[config.mk]
export PLATFORM = sky130hd
export DESIGN_NAME = smn_ram
export DESIGN_NICKNAME = d
export VERILOG_FILES = /design/src/rtl/smn_ram.sv
export SDC_FILE = /design/constraint.sdc
export NUM_CORES = 1
export LEC_CHECK = 0
export ABC_AREA = 1
export BUFFER_PORTS_ARGS = -buffer_cell sky130_fd_sc_hd__buf_4
export CORE_MARGIN = 2
export CORE_UTILIZATION = 55
export DETAILED_ROUTE_END_ITERATION = 16
export PLACE_DENSITY_LB_ADDON = 0.08
export SLEW_MARGIN = 25
export SYNTH_ARGS = -nofsm -noshare
export SYNTH_HDL_FRONTEND = slang
export SYNTH_SLANG_ARGS = --single-unit
[constraint.sdc]
create_clock -name i_clk -period 4.2 [get_ports i_clk]
set_input_delay 0.84 -clock i_clk [delete_from_list [all_inputs] [get_ports i_clk]]
set_output_delay 0.84 -clock i_clk [all_outputs]
set_load 0.005 [all_outputs]
[src/rtl/smn_ram.sv]
// ----------------------------------------------------------------------------
// smn_ram
// Generic single-write, single-read RAM with registered read data.
// ----------------------------------------------------------------------------
module smn_ram #(
    parameter int WIDTH = 16,
    parameter int DEPTH = 64
) (
    input  logic                     i_clk,
    input  logic                     i_we,
    input  logic [$clog2(DEPTH)-1:0] i_waddr,
    input  logic [WIDTH-1:0]         i_wdata,
    input  logic                     i_re,
    input  logic [$clog2(DEPTH)-1:0] i_raddr,
    output logic [WIDTH-1:0]         o_rdata
);

    logic [WIDTH-1:0] r_mem [0:DEPTH-1];
    logic [WIDTH-1:0] r_rdata;

    always_ff @(posedge i_clk) begin
        if (i_we) begin
            r_mem[i_waddr] <= i_wdata;
        end
        if (i_re) begin
            r_rdata <= r_mem[i_raddr];
        end
    end

    assign o_rdata = r_rdata;

endmodule

Yosys cells after proc, flatten, opt, wreduce, memory -nomap -nowiden
Memory sizes are Yosys's and may differ from the RTL's. A register that Yosys moved wholly into a read port is not among the register bits.
Index checks and enable logic that the tools add are counted.
W data, S select, Z words.
{ "totals": {"ff_bits": 0, "mem_bits_rw": 1024, "out_inout_bits": 16, "elab_cells": 3, "mem_count": 1} }
{ "memory_table": {"columns": ["name", "depth", "width", "rd", "rd_clocked_by_memory_dff", "write_ports", "line_no", "text"], "rows": [
  ["r_mem", 64, 16, 1, 1, 1, "18", "logic [WIDTH-1:0] r_mem [0:DEPTH-1];"]
]} }
{ "classes": {"n_mux": 2} }
{ "ops": {"columns": ["op", "count"], "rows": [
  ["$mux W1", 2]
]} }

Depth between registers and ports, before layout
Gate-level depths: netlist of run 1.
{ "depth": {"ltp_word": 2, "depth_mapped": 12} }

Worst setup path before layout of run 1
Ideal clock, no wire load.
{ "synth_timing": {"path_type": "input -> register", "startpoint": "in i_we", "endpoint": "mem r_mem[48][0], enable pin", "setup_time_ns": 0.431, "t_arrival_ns": 2.964, "t_required_ns": 3.769, "path_slack_ns": 0.806, "path_stages": 3, "cell_sequence": "clkbuf_1 -> nand4_1 -> nor4_1"} }
{ "synth_via": {"elab_chain_len": 2} }
{ "synth_lines": {"columns": ["item", "line_no", "text"], "rows": [
  ["start, declared", "10", "input logic i_we,"],
  ["$mux W1", "22", "if (i_we) begin"],
  ["$mux W1 (not written as such)", "23", "r_mem[i_waddr] <= i_wdata;"],
  ["end, declared", "18", null]
]} }
No other way between the ends.

==> results.ini, run 1 <==
[clock_network]
clkTransAtPathRegs_ps = 60
cts_max_path_buffers = 3
postCtsHoldBufs = 0
root_buffer = clkbuf_16
cts_tree = built
cts_buffers = 104
cts_resized = 0
insertion_delay_ps = 680
cts-htree-levels = 3
cts.sinks = 1040
post_cts_buffers = 0

[die]
die_w_um = 281
die_h_um = 281
num_rows = 101
io_pins = 47
core_mm2 = 0.0759
dieArea_mm2 = 0.0791
initial_core_util = 0.556

[power]
p_per_area_mw_per_mm2 = 465
power.internal_w = 0.0168
power.static_leakage_nw = 16.8
power_switching_w = 0.00491
p_comb_frac = 0.063
pwr-share-seq = 0.533
clock_power_share = 0.405
p_sw_frac = 0.226
ir_drop_uv = 366

[global_route]
antenna_found_initial = 4
grt_max_degree = 145
grt_pass1_wl_um = 172000
grt_pass1_vias = 26600
grt.overflow.total = 0
grt_usage = 0.297

[final_layout]
drive_gt1_frac = 0.0848
area_growth_pct = 10.6
seq_area_mm2 = 0.0312
final_cells = 4666
n_fill_cell = 5948
multi_input_area_mm2 = 0.00959
nNetsFinal = 3585

[setup_path]
worstSetupStartpointType = primary input
cp_data_required_time_ps = 4610
crit_fanout = 140
worstSetupPathType = primary input to flip-flop
cpPeakStageDelay_ps = 400
timing.reg2reg.setup_slack_ps = 2360
cp_num_buf_inv = 3
crit_chain = buf_8 -> inv_16 -> buf_12 -> nand2_1 -> nand3_1 -> nand3_1 -> nand2_1 -> nand2_1 -> nand3_1 -> nand3_1 -> nand2_1
cp_top_family = simple AND/OR/NAND/NOR gates
slowest_stage = nand3_1
arrival_ps = 3380
worst_setup_path_end_kind = flip-flop

[detailed_routing]
wire_per_inst_um = 25.0
vias = 27700
ant_nets = 0
firstDrtPassIters = 6
drtIter0Drc = 3215
routed_wl_um = 116000
drcViolationCount = 0
vias_per_cell = 5.95

[logic_synthesis]
yosysMostFrequentCell = nand2_1
netlist.area_leader.share = 0.739
synth_edf_count = 1040
syn_area_per_cell_um2 = 12.0
ys.flop_type = edfxtp_1
syn_inst = 3517
synth_cell_types = 15
synth_commonest_cells = 1296 x nand2_1, 1040 x edfxtp_1, 871 x nand3_1
yosysWarnings = 0
yosysTopAreaCell = edfxtp_1
synth-async-reset-ratio = 0
synth_area_mm2 = 0.0423
synth_area_leaders = edfxtp_1 74%, nand2_1 12%, nand3_1 10%
synth-seq-cells = 1040
synth_nets = 3548
synth_seq_area_share = 0.739

[sta]
tightestPinTransition_ps = 1060
fin_crit_sh = 0.706
clock_skew_ps = 32.5
slew_viol_final = 0
relSlewSlack = 0.292
tns_ps = 0
hold_viol = 0
fin_crit_ps = 2960
setup_viol = 0
fmax_ghz = 0.337
rsz0062_at_grt = no

[place]
hpwl_um = 63200
dp_cells = 4478
place_congestion = 0.838
port_buffers = 46

[flow_run]
cap_violations = 0

[outcome]
status = finished, final reports clean

[min_path]
min_path_type = primary input to flip-flop

## final cells by class
class | instances | share of cell area
flip-flops and latches | 1040 | 0.668
multi-input cells | 2240 | 0.205
clock buffers | 135 | 0.0605
repair buffers | 156 | 0.0291
well taps | 1030 | 0.0276
clock inverters | 51 | 0.00752
inverters | 12 | 0.00155
diodes | 2 | 0.000107
## flip-flops by register name, indices dropped and copies added (netlist names)
name,cells
o_rdata,16
r_mem,1024
## path summary, 6_finish.rpt
kind,from,endpoint,depth (start not counted)
worst max-delay path,i_raddr[0],o_rdata[7],11
worst min-delay path,i_re,o_rdata[9],1
worst max register to register,r_mem[31][8],o_rdata[8],8
worst min register to register,r_mem[48][8],o_rdata[8],8
## per-layer routing
metal | up-vias | routed length [um] | GRT usage
met5 | - | 29 | 0
met4 | 4 | 2890 | 0.0953
met3 | 191 | 11700 | 0.0639
met2 | 1304 | 54000 | 0.458
met1 | 13800 | 47900 | 0.424
li1 | 12500 | - | -
## logic make-up after synthesis
logic type | Yosys count | synth area share
buffers and inverters | 237 | 0.0352
AND/OR/NAND/NOR | 2240 | 0.226
flip-flops | 1040 | 0.739
## cell usage in the layout, fill, tap and decap left out, drive strengths merged
cell	n
diode	2
buf	156
inv	14
clkinvlp	4
nor2	56
nand3	871
edfxtp	1040
clkinv	41
bufinv	4
nand2	1296
nor4	8
clkbuf	135
nand4	9
## power by group through the flow
| stage | Combinational [W] | Clock (W) | Sequential (W) |
|---|---|---|---|
| final | 0.00136 | 0.00878 | 0.0116 |
| after CTS | 0.00135 | 0.00887 | 0.0116 |
| after detailed placement | 0.00135 | 0 | 0.0118 |
| after global placement | 0.00132 | 0 | 0.0118 |
| after floorplan | 0.000769 | 0 | 0.0118 |
| after global routing | 0.00147 | 0.00926 | 0.0116 |
## stage by stage
step	hold slack, ps	setup slack (ps)	total power (W)	utilization	area [um2]
6_report	644	1240	0.0217	0.615	46700
5_1_grt	618	1300	0.0223	0.615	46700
4_1_cts	614	1510	0.0218	0.615	46700
3_5_place_dp	864	807	0.0131	0.573	43500
3_3_place_gp	867	764	0.0131	0.573	43500
2_1_floorplan	797	806	0.0125	-	42300
No activity file was read; power rests on OpenSTA's default activity.
==> inputs of run 2 (changes only) <==
==> constraint.sdc (replaced) <==
create_clock -name i_clk -period 2.6 [get_ports i_clk]
set_input_delay 0.52 -clock i_clk [delete_from_list [all_inputs] [get_ports i_clk]]
set_output_delay 0.52 -clock i_clk [all_outputs]
set_load 0.005 [all_outputs]
==> run 2 against run 1 <==
Power grew 62%; combinational power rose by 73%; die area stayed put; sequential cell count is the same; core utilization grew 1.0 points; via count rose by 0.33%; count of clock-buffer cells in the layout is 3 lower; global-route usage rose by 0.39 points; sequential share of layout area is 1.1 points lower; final cell count up 1.4%.
==> results.ini, run 2 (synthesized netlist as in run 1, its figures left out) <==
[clock_network]
postCtsHoldBufs = 0  ; unchanged
cts_resized = 0  ; unchanged
cts_tree = built  ; unchanged
cts-htree-levels = 3  ; unchanged
cts_buffers = 105  ; was 104
cts_max_path_buffers = 3  ; unchanged
post_cts_buffers = 0  ; unchanged
insertion_delay_ps = 670  ; was 680 ps
root_buffer = clkbuf_16  ; unchanged
clkTransAtPathRegs_ps = 60  ; about the same
cts.sinks = 1040  ; unchanged

[min_path]
min_path_type = primary input to flip-flop  ; unchanged

[die]
initial_core_util = 0.556  ; unchanged
core_mm2 = 0.0759  ; unchanged
dieArea_mm2 = 0.0791  ; unchanged
num_rows = 101  ; unchanged
die_w_um = 281  ; unchanged
die_h_um = 281  ; unchanged
io_pins = 47  ; unchanged

[setup_path]
crit_fanout = 67  ; was 140
cp_data_required_time_ps = 3110  ; was 4610 ps
worstSetupPathType = primary input to flip-flop  ; unchanged
timing.reg2reg.setup_slack_ps = 740  ; was 2360 ps
arrival_ps = 2510  ; was 3380 ps
worstSetupStartpointType = primary input  ; unchanged
worst_setup_path_end_kind = flip-flop  ; unchanged

[sta]
rsz0062_at_grt = no  ; unchanged
fin_crit_sh = 0.768
slew_viol_final = 0  ; unchanged
setup_viol = 0  ; unchanged
relSlewSlack = 0.353  ; was 0.292
fin_crit_ps = 2000
hold_viol = 0  ; unchanged
clock_skew_ps = 21.2  ; was 32.5 ps
finalWorstSetupSlack_ps = 603  ; was 1240 ps
tightestPinTransition_ps = 970  ; was 1060 ps
fmax_ghz = 0.501

[detailed_routing]
wire_per_inst_um = 24.8  ; was 25.0 um
drcViolationCount = 0  ; unchanged
vias_per_cell = 5.88  ; was 5.95
vias = 27800  ; was 27700
routed_wl_um = 117000  ; was 116000 um
ant_nets = 0  ; unchanged
firstDrtPassIters = 5  ; was 6
drtIter0Drc = 3314  ; was 3215

[power]
total_power_w = 0.0352  ; was 0.0217 W
ir_drop_uv = 638  ; was 366 uV
p_per_area_mw_per_mm2 = 741  ; was 465 mW/mm2
power.static_leakage_nw = 17.2  ; was 16.8 nW

[place]
port_buffers = 46  ; unchanged
place_congestion = 0.862  ; was 0.838
hpwl_um = 67500  ; was 63200 um
place_ws_ps = -35.0  ; was 807 ps

[global_route]
grt_pass1_vias = 26500  ; was 26600
antenna_found_initial = 3  ; was 4
grt_usage = 0.301  ; was 0.297
grt.overflow.total = 0  ; unchanged
grt_max_degree = 68  ; was 145
grt_pass1_wl_um = 174000  ; was 172000 um

[final_layout]
layout_commonest_cell = nand2_1  ; unchanged
drive_gt1_frac = 0.0992  ; was 0.0848
largest_reg_flops = 1024  ; unchanged
area_growth_pct = 12.4  ; was 10.6%
n_fill_cell = 5902  ; was 5948
final_cell_mix = 1296 x nand2_1, 1040 x edfxtp_1, 871 x nand3_1  ; unchanged
utilization = 0.625  ; was 0.615
top_register = r_mem  ; unchanged
nNetsFinal = 3648  ; was 3585

[outcome]
status = finished, final reports clean  ; unchanged

[flow_run]
cap_violations = 0  ; unchanged

[run 2: final timing paths]
path                  from  cells after the start      endpoint
max             i_raddr[0]                     11    o_rdata[8]
min             i_wdata[7]                      1  r_mem[51][7]
max reg2reg    r_mem[3][6]                      8    o_rdata[6]
min reg2reg  r_mem[52][12]                      8   o_rdata[12]
[run 2: per-layer routing]
metal | track usage | wire length, um
met5 | 0 | 13
met4 | 0.0930 | 3210
met1 | 0.427 | 48000
met2 | 0.481 | 55500
met3 | 0.0492 | 10400
[run 2: area by class of cell]
cell class	instances	area (um2)	area share
antenna	1	2.50	0.0000527
clock buffer	132	2790	0.0588
multi-input combinational	2240	9590	0.202
tap	1030	1290	0.0271
timing repair buffer	218	2110	0.0445
clock inverter	58	397	0.00835
sequential	1040	31200	0.658
inverter	12	71.3	0.00150
[run 2: metrics by stage]
step / area, um2 / hold slack, ps / cells / setup TNS [ps]
after floorplan: 42300 / 619 / 3517 / -60680
after global placement: 44300 / 882 / 4540 / -5.13
after detailed placement: 44300 / 863 / 4540 / -35.0
after CTS: 47500 / 321 / 4730 / 0
after global routing: 47500 / 333 / 4730 / 0
final: 47500 / 360 / 4731 / 0
[run 2: worst max-delay path, cell delays in order]
cell     delay, ps
buf_8          150
inv_16         270
buf_12         300
nand2_1         80
nand3_1         70
nand3_1        120
nand2_1        120
nand2_1         80
nand3_1        230
nand3_1        320
nand2_1        190
[run 2: power by group]
part	switching [W]	internal, W
Sequential	0.0000618	0.0186
Combinational	0.00173	0.000625
Clock	0.00612	0.00804
