**src/rtl/smn_pkg.sv**
```systemverilog
// ----------------------------------------------------------------------------
// smn_pkg
// Shared types, constants and the elaboration-time exp tables of the softmax
// vector normalizer.
// ----------------------------------------------------------------------------
package smn_pkg;

    localparam int MAX_ELEMENTS_DEF = 64;
    localparam int SCORE_W          = 16;
    localparam int EXP_W            = 17;
    localparam int PROB_W           = 16;
    localparam int DIV_W            = 30;
    localparam int DIV_CNT_W        = 5;
    localparam int EXP_CUTOFF       = 3072;

    localparam longint unsigned DEC_ONE  = 64'd1000000000;
    localparam longint unsigned DEC_HALF = 64'd500000000;

    // floor(2^62 / 10^9), quotient estimate for the decimal rescale
    localparam logic [32:0] DEC_RECIP = 33'd4611686018;

    typedef longint unsigned t_factor_arr [0:11];

    // exp(-2^b/256) scaled by 10^9
    localparam t_factor_arr EXP_FACTOR = '{
        64'd996101369, 64'd992217938, 64'd984496437, 64'd969233234,
        64'd939413063, 64'd882496903, 64'd778800783, 64'd606530660,
        64'd367879441, 64'd135335283, 64'd18315639,  64'd335463
    };

    typedef logic [DIV_W-1:0] t_exp_lo_table [0:255];
    typedef logic [DIV_W-1:0] t_exp_hi_table [0:3];

    function automatic t_exp_lo_table f_exp_lo_table();
        t_exp_lo_table    t;
        longint unsigned  p;
        for (int i = 0; i < 256; i++) begin
            p = DEC_ONE;
            for (int b = 0; b < 8; b++) begin
                if (((i >> b) & 1) != 0) begin
                    p = (p * EXP_FACTOR[b] + DEC_HALF) / DEC_ONE;
                end
            end
            t[i] = p[DIV_W-1:0];
        end
        return t;
    endfunction

    // product over the low eight bits of the distance from the maximum
    localparam t_exp_lo_table EXP_LO_TABLE = f_exp_lo_table();

    localparam t_exp_hi_table EXP_HI_TABLE = '{
        EXP_FACTOR[8][DIV_W-1:0],  EXP_FACTOR[9][DIV_W-1:0],
        EXP_FACTOR[10][DIV_W-1:0], EXP_FACTOR[11][DIV_W-1:0]
    };

    typedef struct packed {
        logic                 start;
        logic [DIV_W-1:0]     rem0;
        logic [DIV_W-1:0]     low;
        logic [DIV_CNT_W-1:0] count;
        logic [DIV_W-1:0]     divisor;
    } t_div_req;

    typedef struct packed {
        logic             done;
        logic [DIV_W-1:0] quot;
    } t_div_rsp;

endpackage

```
**src/rtl/smn_div.sv**
```systemverilog
// ----------------------------------------------------------------------------
// smn_div
// Restoring divider, one quotient bit per cycle, used for the probability
// normalization.
// ----------------------------------------------------------------------------
module smn_div
    import smn_pkg::*;
(
    input  logic     i_clk,
    input  logic     i_rst_n,
    input  t_div_req i_req,
    output t_div_rsp o_rsp
);

    logic                 r_busy;
    logic                 r_done;
    logic [DIV_W-1:0]     r_rem;
    logic [DIV_W-1:0]     r_low;
    logic [DIV_W-1:0]     r_quot;
    logic [DIV_W-1:0]     r_div;
    logic [DIV_CNT_W-1:0] r_cnt;
    logic [DIV_W:0]       trial;

    assign trial = {r_rem, r_low[DIV_W-1]};

    always_ff @(posedge i_clk) begin
        if (!i_rst_n) begin
            r_busy <= 1'b0;
            r_done <= 1'b0;
        end else begin
            r_done <= 1'b0;
            if (i_req.start) begin
                r_busy <= 1'b1;
                r_rem  <= i_req.rem0;
                r_low  <= i_req.low;
                r_quot <= '0;
                r_div  <= i_req.divisor;
                r_cnt  <= i_req.count;
            end else if (r_busy) begin
                if (trial >= {1'b0, r_div}) begin
                    r_rem  <= DIV_W'(trial - {1'b0, r_div});
                    r_quot <= {r_quot[DIV_W-2:0], 1'b1};
                end else begin
                    r_rem  <= trial[DIV_W-1:0];
                    r_quot <= {r_quot[DIV_W-2:0], 1'b0};
                end
                r_low <= {r_low[DIV_W-2:0], 1'b0};
                r_cnt <= r_cnt - 1'b1;
                if (r_cnt == DIV_CNT_W'(1)) begin
                    r_busy <= 1'b0;
                    r_done <= 1'b1;
                end
            end
        end
    end

    assign o_rsp.done = r_done;
    assign o_rsp.quot = r_quot;

endmodule

```
**config.mk**
```make
export PLATFORM = sky130hd
export DESIGN_NAME = smn_div
export DESIGN_NICKNAME = d
export VERILOG_FILES = /design/src/rtl/smn_pkg.sv /design/src/rtl/smn_div.sv
export SDC_FILE = /design/constraint.sdc
export NUM_CORES = 1
export LEC_CHECK = 0
export ABC_AREA = 1
export ABC_CLOCK_PERIOD_IN_PS = 7900
export BUFFER_PORTS_ARGS = -buffer_cell sky130_fd_sc_hd__buf_4
export CORE_ASPECT_RATIO = 1.2
export CORE_MARGIN = 5
export CORE_UTILIZATION = 55
export CTS_BUF_LIST = sky130_fd_sc_hd__clkbuf_4 sky130_fd_sc_hd__clkbuf_8
export CTS_CLUSTER_SIZE = 25
export DETAILED_ROUTE_END_ITERATION = 8
export HOLD_SLACK_MARGIN = 0.08
export PLACE_DENSITY = 0.78
export SYNTH_ARGS = -nofsm -noshare
export SYNTH_HDL_FRONTEND = slang
export SYNTH_SLANG_ARGS = --single-unit
```
**constraint.sdc**
```tcl
create_clock -name i_clk -period 7.9 [get_ports i_clk]
set_input_delay 0.395 -clock i_clk [delete_from_list [all_inputs] [get_ports i_clk]]
set_output_delay 0.395 -clock i_clk [all_outputs]
set_load 0.02 [all_outputs]
```
-- Word level (Yosys, flattened, before mapping)
Index checks and enable logic that the tools add are counted.
- flip-flop bits (word level): 127
- bits of input ports: 98
- output and inout port bits: 31
- logic and storage cells: 30
- $add $sub $neg: 2
- $lt $le $gt $ge: 1
- equality and inequality tests: 1
- muxes and demuxes: 13
- bitwise operators: 2
- reductions and logical operators: 4
- operators with widths (kind ; count):
    30-bit 2-to-1 mux ; 6
    31-bit by 30-bit greater-or-equal comparator with 1-bit output ; 1
    30-bit subtractor ; 1
    5-bit 2-to-1 mux ; 2
    5-bit by 1-bit equality test with 1-bit output, second input constant ; 1
    1-bit 2-to-1 mux ; 5
    5-bit by 1-bit subtractor with 5-bit output, second input constant ; 1
    2-bit AND reduction ; 2
    3-bit OR reduction ; 1
    1-bit NOT ; 2
    2-bit nonzero test ; 1

-- Longest topological paths before layout
- depth in word-level cells: 4
- gate-level depth with buffers: 16
- gate-level depth less buffers: 16

-- Worst setup path before layout
Ideal clock, no wire load.
- kind: input to register
- start: input i_req[95] in the netlist's numbering
- end: register r_busy
- library setup time: 79 ps
- data arrival time: 5989 ps
- required time: 7821 ps
- setup slack: 1832 ps
- stages on the path: 5
- buffers on the path: 1
- cell sequence: clkinv_1 -> buf_2 -> a21oi_1 -> o21ai_0 -> inv_1
- cells in the longest elaborated chain, start to end: 1
- ends and longest elaborated chain (item ; line ; source):
    start: declaration ; smn_div.sv:11 ; input t_div_req i_req,
    1-bit 2-to-1 mux ; smn_div.sv:32 ; if (i_req.start) begin
    end signal: assignment ; smn_div.sv:28 ; r_busy <= 1'b0;
    end signal: assignment ; smn_div.sv:33 ; r_busy <= 1'b1;
    end signal: assignment ; smn_div.sv:50 ; r_busy <= 1'b0;
    end: declaration ; smn_div.sv:15 ; logic r_busy;
No other way between the ends.
A chain may end at the register's enable or synchronous reset.

-- Worst setup path in the final report
- start: input i_req[95] in the netlist's numbering
- end: register r_rem[20], enable pin
- cells in the longest elaborated chain, start to end: 2
- ends and longest elaborated chain (item ; line ; source):
    2-bit nonzero test (no line) ; -- ;
    2-bit AND reduction (no line) ; -- ;
    end signal: assignment ; smn_div.sv:34 ; r_rem <= i_req.rem0;
    end signal: assignment ; smn_div.sv:41 ; r_rem <= DIV_W'(trial - {1'b0, r_div});
    end signal: assignment ; smn_div.sv:44 ; r_rem <= trial[DIV_W-1:0];
    end: declaration ; smn_div.sv:17 ; logic [DIV_W-1:0] r_rem;
No other way between the ends.

==> PnR_summary.wiki <==
{| class="wikitable"
! Metric !! Value
|-
| CP startpoint || i_req[95]
|-
| Total die area || about 17000 um2
|-
| DRC errors left || 0
|-
| Minimum setup slack among reg-to-reg paths || 5.20 ns
|-
| Status || finished, final reports clean
|-
| Category of cells accounting for the largest share of critical-path delay || buffers and inverters
|-
| Final setup TNS || 0 ns
|-
| Fraction of synthesized cell area taken by the top area cell type || 45.93%
|-
| Average footprint of a synthesized cell || around 7.7 um2
|-
| Post-CTS Setup Bufs || 0
|-
| Worst reg2reg path depth || 9
|-
| Drt wl/cell || 13.65 um
|-
| Number of flops mapped to enable cells by yosys || 125
|-
| Number of global-route vias before repair || ~6.7k
|-
| Critical path buffers and inverters || 3
|-
| Commonest non-fill, non-tap cell in the layout || sky130_fd_sc_hd__nand2_1
|-
| Final critical path time including I/O delays and setup || 3.022 ns
|-
| All-layer global routing usage || a little under a quarter
|-
| Ratio of cells with drive above 1 in the final layout || 17.75%
|-
| Class of the most critical setup path || primary input to flip-flop
|-
| Worst r2r dst || r_rem[18]
|-
| Switching part of the total || 32.42%
|-
| Unrepaired setup endpoints after global routing || false
|-
| Portion of total power attributed to sequential cells || roughly 44%
|-
| Critical path endpoint category || flip-flop
|-
| Commonest non-fill, non-tap cells in the layout || sky130_fd_sc_hd__nand2_1 (421), sky130_fd_sc_hd__inv_1 (211), sky130_fd_sc_hd__buf_4 (131)
|-
| Cell area after technology mapping || 8173 um2
|-
| WL final || 19110 um
|-
| Adder and majority cell fraction of the synthesized area || 5.144%
|-
| First-pass GRT wire length || 31400 um
|-
| Most repeated library cell on the critical path || sky130_fd_sc_hd__buf_4
|-
| Number of buffers created by CTS || 17
|-
| Die height || 143.5 um
|-
| Latest clock arrival within the worst-skew pair || 0.46 ns
|-
| Area contributors post-synth || sky130_fd_sc_hd__edfxtp_1 (46%), sky130_fd_sc_hd__nand2_1 (19%), sky130_fd_sc_hd__inv_1 (9.7%)
|-
| Classification of the worst-slack hold path || primary input to flip-flop
|-
| Final number of setup-violating endpoints || 0
|-
| Share of cell area taken by muxes after synthesis || 0%
|-
| Share of synthesized registers carrying an async set or reset || 0%
|-
| Total count of max-transition violations in the final report || 0
|-
| Antenna diodes || 0
|-
| Max rail drop VDD || 0.0001453 V
|-
| Core utilization of the finished layout || 66.81%
|-
| Number of nets in the finished design || 1318
|-
| Combinational power share || 25.9%
|-
| Xor and xnor fraction of the mapped netlist area || under 10%
|-
| Power Internal || 0.001280 W
|-
| Net switching power figure || between 0.0006 and 0.0007 W
|-
| Number of routed nets with antenna violations || 0
|-
| Post-route clock period utilization || a little under two fifths
|-
| Area added between synthesis and finish || 18.31%
|-
| Arrival time at the worst endpoint || 3.10 ns
|-
| Destination of the critical timing path || r_rem[20]
|-
| Main flop type after synthesis || sky130_fd_sc_hd__edfxtp_1
|-
| CTS clock-pin slew for the worst setup and hold paths || 0.08 ns
|-
| Vias per cell || approximately 4.8
|-
| Max clock buf depth || 2
|-
| Count of synthesis-stage warnings from yosys || 0
|-
| Max frequency || 330.9 MHz
|-
| Slowest stage cell, crit path || sky130_fd_sc_hd__buf_4
|-
| Main combinational cell family by area after synthesis || simple AND/OR/NAND/NOR gates
|-
| Power share of the clock group || 30.4%
|-
| DRT iter0 DRCs || 317
|-
| Slew HR || 32.95%
|-
| Maximum number of pins on one net before global-route repair || 103
|-
| Cell row count || 48
|-
| Floorplan die width || 121.3 um
|-
| Number of top-level design ports || 129
|-
| Post-Synthesis Cells || 1060
|-
| Library cell occupying the most area in the post-synthesis netlist || sky130_fd_sc_hd__edfxtp_1
|-
| Sequential element share of the synthesized area || 46.42%
|-
| Synthesized-area fraction occupied by ao, oa, aoi and oai cells || 1.623%
|-
| Vias after detailed routing || between 6k and 7k
|-
| Data required time of the critical path || 7.98 ns
|-
| Leakage power figure || 4.999 nW
|-
| Worst slew pin tran || 1.003 ns
|-
| Net count after synthesis || 1191
|-
| Startpoint types || primary input
|-
| #FFs+latches synth || 127
|-
| Core area || 14470 um2
|-
| Simple-gate portion of the synthesized area || between 30% and 40%
|-
| Worst-path maximum fanout || 102
|-
| Sum of overflow across all layers after global routing || 0
|-
| Final worst clock skew || 0.01342 ns
|-
| Final count of hold timing violations || 0
|-
| Maximum level of the CTS H-tree || 4
|-
| Worst path depth || 4
|-
| CP peak stage delay || 0.82 ns
|-
| Detailed placer's ending HPWL || 14060 um
|-
| Number of violations of the max-capacitance limit || 0
|-
| Count of unique library cells instantiated by Yosys || 33
|-
| Root cell of the clock tree || sky130_fd_sc_hd__clkbuf_8
|-
| GP Congestion || approximately 0.95
|-
| Detailed Routing Iterations Pass 1 || 5
|-
| Power per Cell Area || 195.9 nW/um2
|-
| Effective utilization at floorplan || 56.47%
|-
| Antenna violations before repair || 0
|-
| Number of input and output port buffers inserted || 128
|-
| Cells along the critical path || buf_4 > clkinv_1 > a21oi_4 > buf_4
|-
| Startpoint of the most critical register-to-register path || r_rem[25]
|-
| Number of sinks driven by the clock tree || ~130
|-
| TritonCTS clock tree || done
|}
-- repair_timing --
item / CTS / global route
hold buffers: 0 / 2
endpoints found under the hold margin: 0 / 2
gates resized for setup: 0 / 0
-- area by class of cell --
type | count | area, um2
Clock buffer | 18 | 241.5
Clock inverter | 14 | 156.4
Fill cell | 1273 | 4805
Inverter | 214 | 803.3
Multi-Input combinational cell | 694 | 3421
Sequential cell | 127 | 3794
Tap cell | 200 | 250.2
Timing Repair Buffer | 133 | 1003
-- stage by stage --
step	setup WS, ns	hold WS, ns	cell area (um2)	std cells	power (W)
6_report	4.878	0.1122	9669	1400	0.001894
5_1_grt	4.648	0.07969	9669	1400	0.002012
4_1_cts	4.855	0.08430	9649	1398	0.001908
3_5_place_dp	4.355	0.4998	9251	1366	0.001333
3_3_place_gp	4.434	0.4907	9251	1366	0.001323
2_1_floorplan	1.832	0.4219	8173	1060	0.001201
-- metal layers --
layer  part of all wire (%)  global-route usage [%]  vias up
met3                    6.9                   6.929       44
li1                       -                       -     3519
met2                     49                   39.01      186
met1                     41                   27.00     3030
met5                      0                       0        -
met4                    3.1                   9.499        0
-- flip-flops by register name (all words and copies together) (netlist names) --
name	cells
r_div	30
r_busy	1
r_low	30
r_rem	30
r_done	1
r_quot	30
r_cnt	5
-- cells in the mapped netlist (4+ instances only) --
cell                       count
sky130_fd_sc_hd__inv_1       211
sky130_fd_sc_hd__xnor2_1      16
sky130_fd_sc_hd__nand4_1       9
sky130_fd_sc_hd__edfxtp_1    125
sky130_fd_sc_hd__ha_1         32
sky130_fd_sc_hd__nor2_1       68
sky130_fd_sc_hd__clkbuf_1     13
sky130_fd_sc_hd__nand3_2      23
sky130_fd_sc_hd__nand2_2       9
sky130_fd_sc_hd__and2_1        5
sky130_fd_sc_hd__nand2_1     421
sky130_fd_sc_hd__o21ai_0       6
sky130_fd_sc_hd__nor2_4        4
sky130_fd_sc_hd__nand3_1      57
sky130_fd_sc_hd__a21oi_1      19
sky130_fd_sc_hd__nand3b_1      5
sky130_fd_sc_hd__nor2_2        8
sky130_fd_sc_hd__buf_6         8
-- worst min-delay path by stage --
stage / from / endpoint / slack, ns / cells past startpoint
after global placement: r_low[10] / r_low[11] / 0.49 / 2
after floorplan: r_busy / r_done / 0.42 / 2
after global routing: i_req[2] / r_div[2] / 0.08 / 1
after detailed placement: r_low[22] / r_low[23] / 0.50 / 2
final: i_req[5] / r_div[5] / 0.11 / 1
after CTS: i_req[3] / r_div[3] / 0.08 / 1
-- power by group through the flow --
stage	clock network (W)	logic (W)	registers [W]
6_report	0.000576	0.000491	0.000827
5_1_grt	0.000622	0.000558	0.000832
4_1_cts	0.000587	0.000494	0.000827
3_5_place_dp	0	0.000492	0.000841
3_3_place_gp	0	0.000484	0.000840
2_1_floorplan	0	0.000350	0.000852
-- logic make-up (layout without fill, tap and decap cells) --
kind of cell               after synthesis  in the layout
and+or+nand+nor                        617            617
xor gates and xnor gates                18             18
AOI/OAI and AO/OA                       26             26
buffers and inverters                  239            379
DFF                                    127            127
adders and majority gates               33             33
No activity file was read; power rests on OpenSTA's default activity.
